`config.mk`:
```
export PLATFORM = sky130hd
export DESIGN_NAME = circular_double_ended_queue
export DESIGN_NICKNAME = d
export VERILOG_FILES = /design/src/hw/rtl/cdq_pkg.sv /design/src/hw/rtl/circular_double_ended_queue.sv
export SDC_FILE = /design/constraint.sdc
export NUM_CORES = 1
export LEC_CHECK = 0
export BUFFER_PORTS_ARGS = -buffer_cell sky130_fd_sc_hd__clkbuf_2
export CAP_MARGIN = 20
export CORE_UTILIZATION = 55
export DETAILED_ROUTE_END_ITERATION = 10
export GPL_TIMING_DRIVEN = 0
export PLACE_DENSITY = 0.73
export SYNTH_ARGS = -nofsm -noshare
export SYNTH_HDL_FRONTEND = slang
export SYNTH_SLANG_ARGS = --single-unit
```
`constraint.sdc`:
```
create_clock -name clk -period 13.5 [get_ports clk]
set_clock_uncertainty 0.05 [all_clocks]
set_input_delay 1.35 -clock clk [delete_from_list [all_inputs] [get_ports clk]]
set_output_delay 1.35 -clock clk [all_outputs]
set_load 0.02 [all_outputs]
```
`src/hw/rtl/cdq_pkg.sv`:
```
// ----------------------------------------------------------------------------
// cdq_pkg
// shared widths, constants and operation codes of the ring-buffer deque
// ----------------------------------------------------------------------------
package cdq_pkg;

	localparam int DEPTH  = 16;
	localparam int ITEM_W = 32;
	localparam int PTR_W  = (DEPTH > 1) ? $clog2(DEPTH) : 1;
	localparam int CNT_W  = $clog2(DEPTH + 1);
	localparam int CAP_W  = 5;
	localparam int DATA_W = 32;
	localparam int ADDR_W = 3;

	localparam logic [ITEM_W-1:0] EMPTY_ITEM = '1;

	typedef enum logic [1:0] {
		MODE_PUSH_FRONT = 2'd0,
		MODE_PUSH_REAR  = 2'd1,
		MODE_POP_FRONT  = 2'd2,
		MODE_POP_REAR   = 2'd3
	} mode_t;

	// register index, taken from paddr[2]
	localparam logic REG_CAPACITY = 1'b0;

endpackage

```
`src/hw/rtl/circular_double_ended_queue.sv`:
```
// ----------------------------------------------------------------------------
// circular_double_ended_queue
// bounded deque in a ring buffer with push and pop at both ends
// ----------------------------------------------------------------------------
// usage
//   command beat: start with mode and value, taken when start is high and busy
//   is low. busy stays low, so a command may follow in every cycle.
//   result beat: one per command, shown for a single cycle with result_valid
//   high, in the cycle after the command edge (throughput 1 per cycle).
//   the rate is set by the item memory: one write port and two registered read
//   ports, all used in the command cycle. a read of the entry written in the
//   same cycle is forwarded from the write data.
//   config: apb register 0 holds the capacity (1..16, clamped); writing it
//   empties the deque. write only while no result is pending.
//   reset: capacity 16, deque empty, no result pending. the item memory is not
//   cleared; empty entries are never shown since an empty deque reports -1.
//   the receiver cannot stall: a result beat not taken in its cycle is lost.
// ----------------------------------------------------------------------------
module circular_double_ended_queue (
	input  logic                          clk,
	input  logic                          arst_n,
	// apb config port
	input  logic                          psel,
	input  logic                          penable,
	input  logic                          pwrite,
	input  logic [cdq_pkg::ADDR_W-1:0]    paddr,
	input  logic [cdq_pkg::DATA_W-1:0]    pwdata,
	output logic [cdq_pkg::DATA_W-1:0]    prdata,
	output logic                          pready,
	// command beat
	input  logic                          start,
	output logic                          busy,
	input  logic [1:0]                    mode,
	input  logic signed [cdq_pkg::ITEM_W-1:0] value,
	// result beat
	output logic                          result_valid,
	output logic                          accepted,
	output logic signed [cdq_pkg::ITEM_W-1:0] front_item,
	output logic signed [cdq_pkg::ITEM_W-1:0] rear_item,
	output logic                          is_empty,
	output logic                          is_full
);
	import cdq_pkg::*;

	// ring index helpers, wrap at the configured capacity
	function automatic logic [PTR_W-1:0] step_up(logic [PTR_W-1:0] p, logic [CNT_W-1:0] cap);
		logic [CNT_W-1:0] nxt;
		nxt = CNT_W'(p) + CNT_W'(1);
		return (nxt >= cap) ? '0 : nxt[PTR_W-1:0];
	endfunction

	function automatic logic [PTR_W-1:0] step_down(logic [PTR_W-1:0] p, logic [CNT_W-1:0] cap);
		logic [CNT_W-1:0] last;
		last = cap - CNT_W'(1);
		return (p == '0) ? last[PTR_W-1:0] : p - PTR_W'(1);
	endfunction

	// item memory
	logic [ITEM_W-1:0] mem_q [DEPTH];

	// deque control state
	logic [CNT_W-1:0] cap_q;
	logic [PTR_W-1:0] front_q;
	logic [PTR_W-1:0] rear_q;
	logic [CNT_W-1:0] count_q;

	// result stage
	logic              valid_s1;
	logic              done_s1;
	logic              empty_s1;
	logic              full_s1;
	logic [ITEM_W-1:0] rd_front_s1;
	logic [ITEM_W-1:0] rd_rear_s1;

	logic             cmd_take;
	logic             cfg_wr;
	logic [CAP_W-1:0] cfg_raw;
	logic [CNT_W-1:0] cfg_cap;
	logic             full_now;
	logic             empty_now;
	logic [PTR_W-1:0] front_nxt;
	logic [PTR_W-1:0] rear_nxt;
	logic [CNT_W-1:0] count_nxt;
	logic             done_nxt;
	logic             mem_we;
	logic [PTR_W-1:0] mem_waddr;
	logic [PTR_W-1:0] rd_front_addr;
	logic [PTR_W-1:0] rd_rear_addr;

	// every command finishes its memory work in the cycle it is taken
	assign busy     = 1'b0;
	assign cmd_take = start && !busy;

	// apb access, no wait states
	assign pready = 1'b1;
	assign cfg_wr = psel && penable && pwrite && pready && (paddr[2] == REG_CAPACITY);
	assign cfg_raw = pwdata[CAP_W-1:0];

	always_comb begin
		if (cfg_raw == '0) begin
			cfg_cap = CNT_W'(1);
		end else if (int'(cfg_raw) > DEPTH) begin
			cfg_cap = CNT_W'(DEPTH);
		end else begin
			cfg_cap = CNT_W'(cfg_raw);
		end
	end

	always_comb begin
		prdata = '0;
		if (paddr[2] == REG_CAPACITY) begin
			prdata = DATA_W'(cap_q);
		end
	end

	assign full_now  = (count_q >= cap_q);
	assign empty_now = (count_q == '0);

	// next pointers and the single memory write of this command
	always_comb begin
		front_nxt = front_q;
		rear_nxt  = rear_q;
		count_nxt = count_q;
		done_nxt  = 1'b0;
		mem_we    = 1'b0;
		mem_waddr = front_q;
		unique case (mode_t'(mode))
			MODE_PUSH_FRONT: begin
				if (!full_now) begin
					mem_we    = cmd_take;
					mem_waddr = front_q;
					front_nxt = step_down(front_q, cap_q);
					count_nxt = count_q + CNT_W'(1);
					done_nxt  = 1'b1;
				end
			end
			MODE_PUSH_REAR: begin
				if (!full_now) begin
					mem_we    = cmd_take;
					mem_waddr = rear_q;
					rear_nxt  = step_up(rear_q, cap_q);
					count_nxt = count_q + CNT_W'(1);
					done_nxt  = 1'b1;
				end
			end
			MODE_POP_FRONT: begin
				if (!empty_now) begin
					front_nxt = step_up(front_q, cap_q);
					count_nxt = count_q - CNT_W'(1);
					done_nxt  = 1'b1;
				end
			end
			MODE_POP_REAR: begin
				if (!empty_now) begin
					rear_nxt  = step_down(rear_q, cap_q);
					count_nxt = count_q - CNT_W'(1);
					done_nxt  = 1'b1;
				end
			end
			default: begin
				done_nxt = 1'b0;
			end
		endcase
	end

	// slots of the end items after this command
	assign rd_front_addr = step_up(front_nxt, cap_q);
	assign rd_rear_addr  = step_down(rear_nxt, cap_q);

	// memory: one write, two registered reads, write data forwarded on a hit
	always_ff @(posedge clk) begin
		if (mem_we) begin
			mem_q[mem_waddr] <= value;
		end
		if (cmd_take) begin
			rd_front_s1 <= (mem_we && (mem_waddr == rd_front_addr)) ? value
			                                                        : mem_q[rd_front_addr];
			rd_rear_s1  <= (mem_we && (mem_waddr == rd_rear_addr)) ? value
			                                                       : mem_q[rd_rear_addr];
		end
	end

	// control state; a capacity write empties the deque
	always_ff @(posedge clk or negedge arst_n) begin
		if (!arst_n) begin
			cap_q   <= CNT_W'(DEPTH);
			front_q <= PTR_W'(DEPTH - 1);
			rear_q  <= '0;
			count_q <= '0;
		end else if (cfg_wr) begin
			cap_q   <= cfg_cap;
			front_q <= PTR_W'(cfg_cap - CNT_W'(1));
			rear_q  <= '0;
			count_q <= '0;
		end else if (cmd_take) begin
			front_q <= front_nxt;
			rear_q  <= rear_nxt;
			count_q <= count_nxt;
		end
	end

	always_ff @(posedge clk or negedge arst_n) begin
		if (!arst_n) begin
			valid_s1 <= 1'b0;
		end else begin
			valid_s1 <= cmd_take;
		end
	end

	always_ff @(posedge clk) begin
		if (cmd_take) begin
			done_s1  <= done_nxt;
			empty_s1 <= (count_nxt == '0);
			full_s1  <= (count_nxt == cap_q);
		end
	end

	// result beat
	assign result_valid = valid_s1;
	assign accepted     = done_s1;
	assign is_empty     = empty_s1;
	assign is_full      = full_s1;
	assign front_item   = empty_s1 ? EMPTY_ITEM : rd_front_s1;
	assign rear_item    = empty_s1 ? EMPTY_ITEM : rd_rear_s1;

endmodule

```
# --- After elaboration in Yosys (flattened, before gate mapping) ---
# Memory sizes are Yosys's and may differ from the RTL's. A register that Yosys moved wholly into a read port is not among the register bits.
# Cells that the tools add are included.
classes:
  addsub: 10
  n_lt_le_gt_ge: 5
  eq_ne: 4
  n_mux: 35
  n_bitwise: 1
  reduce_logical: 13
op_table:
  columns: ["cell", "n"]
  rows:
  - ["32-bit 2-to-1 mux", 2]
  - ["4-bit 2-to-1 mux", 16]
  - ["5-bit 2-to-1 mux", 7]
  - ["5-bit greater-or-equal comparator", 4]
  - ["4-bit by 1-bit subtractor with 4-bit output (second input constant)", 5]
  - ["4-bit one-hot mux with 2 select lines", 2]
  - ["4-bit by 1-bit adder with 5-bit output (second input constant)", 3]
  - ["5-bit logical NOT", 3]
  - ["4-bit logical NOT", 3]
  - ["5-bit one-hot mux with 2 select lines", 1]
  - ["1-bit 2-to-1 mux", 6]
  - ["5-bit by 1-bit adder with 5-bit output (second input constant)", 1]
  - ["5-bit == test", 1]
  - ["5-bit greater-than comparator (second input constant)", 1]
  - ["5-bit by 1-bit subtractor with 5-bit output (second input constant)", 1]
  - ["2-bit == test (second input constant)", 2]
  - ["2-bit OR reduction", 2]
  - ["1-bit logical AND", 3]
  - ["2-bit by 1-bit == test with 1-bit output (second input constant)", 1]
  - ["2-bit logical NOT", 1]
  - ["1-bit one-hot mux with 2 select lines", 1]
  - ["2-bit nonzero test", 1]
  - ["1-bit NOT", 1]
word_totals:
  ff_bits: 22
  ram_bits: 512
  input_bits: 75
  out_inout_bits: 102
  elab_cells: 77
  memories: 1
memory_table:
  columns: ["memory", "depth", "width", "read_ports", "rd_clocked_by_memory_dff", "write_ports", "line", "source"]
  rows:
  - ["mem_q", 16, 32, 2, 2, 1, "circular_double_ended_queue.sv:59", "logic [ITEM_W-1:0] mem_q [DEPTH];"]

# --- Logic depth before layout (Yosys ltp) ---
depth:
  depth_word: 8
  mapped_depth: 27
  ltp_nobuf: 20

# --- Least setup slack after synthesis ---
# No wires, ideal clock.
synth_path:
  kind: "input-to-reg"
  start: "input mode[1]"
  end: "register rd_front_s1[10] (read register of mem_q) (data pin)"
  setup_time_ns: 0.274
  arrival_ns: 6.471
  t_required_ns: 13.176
  setup_slack_ns: 6.705
  path_stages: 24
  path_buffers: 8
  path_cell_list: "buf_2 inv_1 nor3_1 and3_1 nor2_1 inv_2 buf_2 buf_2 buf_2 buf_2 ha_1 xnor2_1 clkbuf_1 clkbuf_1 ha_1 a21o_1 a21o_1 a21oi_1 nand2_1 nor4b_1 o21ai_1 clkbuf_1 a2111oi_0 a31oi_1"
synth_between:
  elab_chain_len: 5
  elab_cells_between_ends: 6
  cone_classes: "1 x add/sub; 1 x order compare; 1 x eq/ne; 2 x mux; 1 x reduce/logical"
synth_lines:
  columns: ["item", "line", "source"]
  rows:
  - ["start, declared", "circular_double_ended_queue.sv:33", "input logic [1:0] mode,"]
  - ["2-bit == test / 2-bit logical NOT (equally long branches)", "circular_double_ended_queue.sv:127", "unique case (mode_t'(mode))"]
  - ["4-bit one-hot mux with 2 select lines *", "circular_double_ended_queue.sv:127", null]
  - ["4-bit by 1-bit adder with 5-bit output *", "circular_double_ended_queue.sv:48", "nxt = CNT_W'(p) + CNT_W'(1);"]
  - ["5-bit greater-or-equal comparator", "circular_double_ended_queue.sv:49", "return (nxt >= cap) ? '0 : nxt[PTR_W-1:0];"]
  - ["4-bit 2-to-1 mux *", "circular_double_ended_queue.sv:49", null]
  - ["end, declared", "circular_double_ended_queue.sv:72", "logic [ITEM_W-1:0] rd_front_s1;"]
# Mark *: on every way between the ends. The rest lies on a longest branch, timed or not.
# A chain may end at the register's enable or synchronous reset.

# --- Final worst setup path ---
layout_path:
  start: "register front_q[0]"
  end: "register rd_front_s1[12] (read register of mem_q) (data pin)"
layout_between:
  elab_chain_len: 8
  elab_cells_between_ends: 12
  cone_classes: "3 x add/sub; 2 x order compare; 6 x mux; 1 x reduce/logical"
layout_lines:
  columns: ["item", "line", "source"]
  rows:
  - ["start, declared", "circular_double_ended_queue.sv:63", "logic [PTR_W-1:0] front_q;"]
  - ["start signal, assigned", "circular_double_ended_queue.sv:187", "front_q <= PTR_W'(DEPTH - 1);"]
  - ["start signal, assigned", "circular_double_ended_queue.sv:192", "front_q <= PTR_W'(cfg_cap - CNT_W'(1));"]
  - ["start signal, assigned", "circular_double_ended_queue.sv:196", "front_q <= front_nxt;"]
  - ["4-bit by 1-bit adder with 5-bit output", "circular_double_ended_queue.sv:48", null]
  - ["5-bit greater-or-equal comparator", "circular_double_ended_queue.sv:49", null]
  - ["4-bit 2-to-1 mux", "circular_double_ended_queue.sv:49", null]
  - ["4-bit 2-to-1 mux", "circular_double_ended_queue.sv:147", "if (!empty_now) begin"]
  - ["4-bit one-hot mux with 2 select lines *", "circular_double_ended_queue.sv:127", null]
  - ["4-bit by 1-bit adder with 5-bit output *", "circular_double_ended_queue.sv:48", null]
  - ["5-bit greater-or-equal comparator", "circular_double_ended_queue.sv:49", null]
  - ["4-bit 2-to-1 mux *", "circular_double_ended_queue.sv:49", null]
# Marked as above.

==> impl_results.md <==
* Cell Area, Synth at between 0.03 and 0.04 mm2
* Global-route usage over all layers at 0.3917
* Dominant cell type by area after synthesis: edfxtp_1
* Tcrit/Tclk final at 0.7992
* Die area at between 0.05 and 0.06 mm2
* Hold-fix buffers, CTS at 0
* Area contributors post-synth: edfxtp_1, mux2i_1, mux4_2
* Compound-cell area share of the yosys netlist at 0.1411
* Area Overhead vs Synth at 13.33%
* DR pass1 iterations at 7
* Chip Width at ~240 um
* Vias in the first global route at approximately 25k
* Core area at roughly 0.056 mm2
* Routed Antenna Nets at 0
* Worst Max-Slew Pin Slew at between 1 and 1.5 ns
* Largest family of logic cells by synthesized area: compound AO/OA/AOI/OAI gates
* Largest net degree at the start of global routing at 42
* Clk slew on worst S/H paths at roughly 0.060 ns
* Worst Setup Path Type: register to register
* Count of final hold-check violations at 0
* Root buffer cell: clkbuf_16
* Layout net count at between 2k and 3k
* DR vias/cell at just over 7
* Initial antenna violation count at 0
* CP peak stage delay at slightly above 0.9 ns
* Initial Utilization at 0.5586
* FMAX at slightly above 0.09 GHz
* Bufs on Longest Clock Path at 3
* CTS tree: built
* Rows at between 80 and 90
* Seq cells post-synth at ~600
* Seq/Total Area, Yosys at 0.5662
* Cells after Synth at approximately 2.5k
* Ports at ~180
* Final Hold Slack at 0.4903 ns
* RSZ-0062 raised after global routing: no
* H-Tree Depth at 2
* DP Wirelength at roughly 80000 um
* Post-synthesis cell type count at 84
* First-pass GRT wire length at 166300 um
* CP Capture Type: register
* Commonest non-fill, non-tap cell in the layout: edfxtp_1
* DRT Wirelength at between 100000 and 150000 um
* Status: complete, no violations
* Final setup fails at 0
* I/O Buffers at approximately 120
* Post-synth EDFFs at just under 600
* Setup bufs post-CTS at 0
* Post-synth top area share at 0.5510
* Asr flop ratio synth at 0.03177
* Worst Hold Class: register to register
* Post-synthesis simple-gate area fraction at 0.09766
* Syn Area/Cell at 12.51 um2
* DR iter-0 viols at about 3.7k
* Die height at about 240 um
* GPL Wtd Cong at approximately 1.0
* Worst skew pair latency at between 0.6 and 0.7 ns
* Global route total overflow at 0
* Cts repair resizes at 0
* Top FF cell, synth: edfxtp_1
* Max-Cap Viols at 0
* CP startpoint kind: register
* Max_slew headroom at 0.1480
* Most frequent cells in the layout: edfxtp_1, nand2_1, mux2i_1
* Worst-path fanout max at 11
* Layout cells sized above 1 at 0.2052
* Total negative setup slack at 0 ns
* Final worst path period need at 10.79 ns
* Num CTS Buffers at between 60 and 70
* Number of remaining DRC errors at 0
* Ant diodes at 0
* Worst path slowest cell: a31oi_1
* Crit path DAT at 11.05 ns
* Routed len/inst at roughly 33 um
* Critical path required time at about 14 ns
* Clock tree sinks at ~600
* Mux contribution to synthesized area at 0.1333
* Max-slew violation count at 0
* Vias post-DR at about 25k
* Adder-cell share of the synthesized area at 0.01189
* YS warnings at 0
* Xor-xnor portion of the synthesized cell area at 0.005551
worst paths after layout:
path	start	end	slack [ns]	cells after the start
worst max-delay path	front_q[0]	rd_front_s1[12]	2.71	27
worst min-delay path	cap_q[1]	cap_q[1]	0.49	2
worst max register to register	front_q[0]	rd_front_s1[12]	2.71	27
worst min register to register	cap_q[1]	cap_q[1]	0.49	2
max in group asynchronous	arst_n	front_q[1]	12.39	1
min in group asynchronous	arst_n	cap_q[0]	0.64	1
synthesized netlist by cell type (7+ instances only):
library cell / instances
xnor2_1: 10
nand3_1: 119
mux2_2: 98
clkbuf_1: 154
xor2_1: 10
inv_1: 53
and2_1: 33
buf_1: 16
nor3_1: 75
o21ai_1: 8
buf_2: 43
o21ai_0: 67
a32oi_1: 34
nand2_1: 228
o22a_1: 32
dfrtp_1: 14
edfxtp_1: 579
o311ai_1: 9
o221ai_1: 33
a21oi_1: 20
mux4_2: 64
o21bai_1: 32
or2_2: 64
a2111oi_0: 69
ha_1: 30
a21o_1: 10
a311oi_1: 34
a31oi_1: 104
a221oi_1: 31
mux2i_1: 166
o311ai_0: 23
nor2_1: 81
o211ai_1: 7
buf_4: 38
a211oi_1: 40
kinds of logic after synthesis:
| group | Yosys count |
|---|---|
| AO/OA/AOI/OAI | 589 |
| buffers and inverters | 310 |
| adder cells (fa/ha/maj) | 30 |
| other | 2 |
| flip-flops | 598 |
| XOR/XNOR | 20 |
| AND/OR/NAND/NOR | 645 |
| multiplexers | 328 |
layout make-up:
| class | instances | area (um2) |
|---|---|---|
| fillers | 4370 | 20730 |
| flip-flops and latches | 598 | 17870 |
| multi-input cells | 1641 | 12520 |
| clock buffers | 73 | 1614 |
| plain buffers | 255 | 1184 |
| repair buffers | 139 | 997.2 |
| well taps | 756 | 945.9 |
| clock inverters | 41 | 427.9 |
| inverters | 55 | 206.4 |
critical path, delay by kind of cell (launching register included):
family / cells / cell delay (ns)
buffers and inverters: 9 / 4.18
adders and majority gates: 4 / 1.39
AOI/OAI and AO/OA: 11 / 3.42
and+or+nand+nor: 2 / 0.38
DFF: 1 / 0.63
xor gates and xnor gates: 1 / 0.41
per-layer routing:
| metal | wire length [um] | vias to the layer above | GRT usage |
|---|---|---|---|
| li1 | - | 10420 | - |
| met1 | 44310 | 12370 | 0.5286 |
| met2 | 51420 | 1916 | 0.5933 |
| met3 | 14760 | 364 | 0.1060 |
| met4 | 5543 | 0 | 0.1778 |
| met5 | 0 | - | 0 |
registers in the layout (all words and copies together) (netlist names), 4 cells and up:
signal / flops
rd_rear_s1: 32
mem_q: 512
front_q: 4
rear_q: 4
count_q: 5
rd_front_s1: 32
cap_q: 5
metrics by stage:
step / util / cells / instance area (um2) / worst slack, ns
2_1_floorplan: - / 2549 / 31660 / 6.705
3_3_place_gp: 0.5876 / 3423 / 33190 / 3.010
3_5_place_dp: 0.5964 / 3442 / 33690 / 2.972
4_1_cts: 0.6326 / 3556 / 35740 / 3.268
5_1_grt: 0.6330 / 3558 / 35760 / 2.584
6_report: 0.6330 / 3558 / 35760 / 2.711
Power is left out: the tool's default activity adds up to more than one toggle a clock period on the data nets, which glitch-free logic cannot reach.
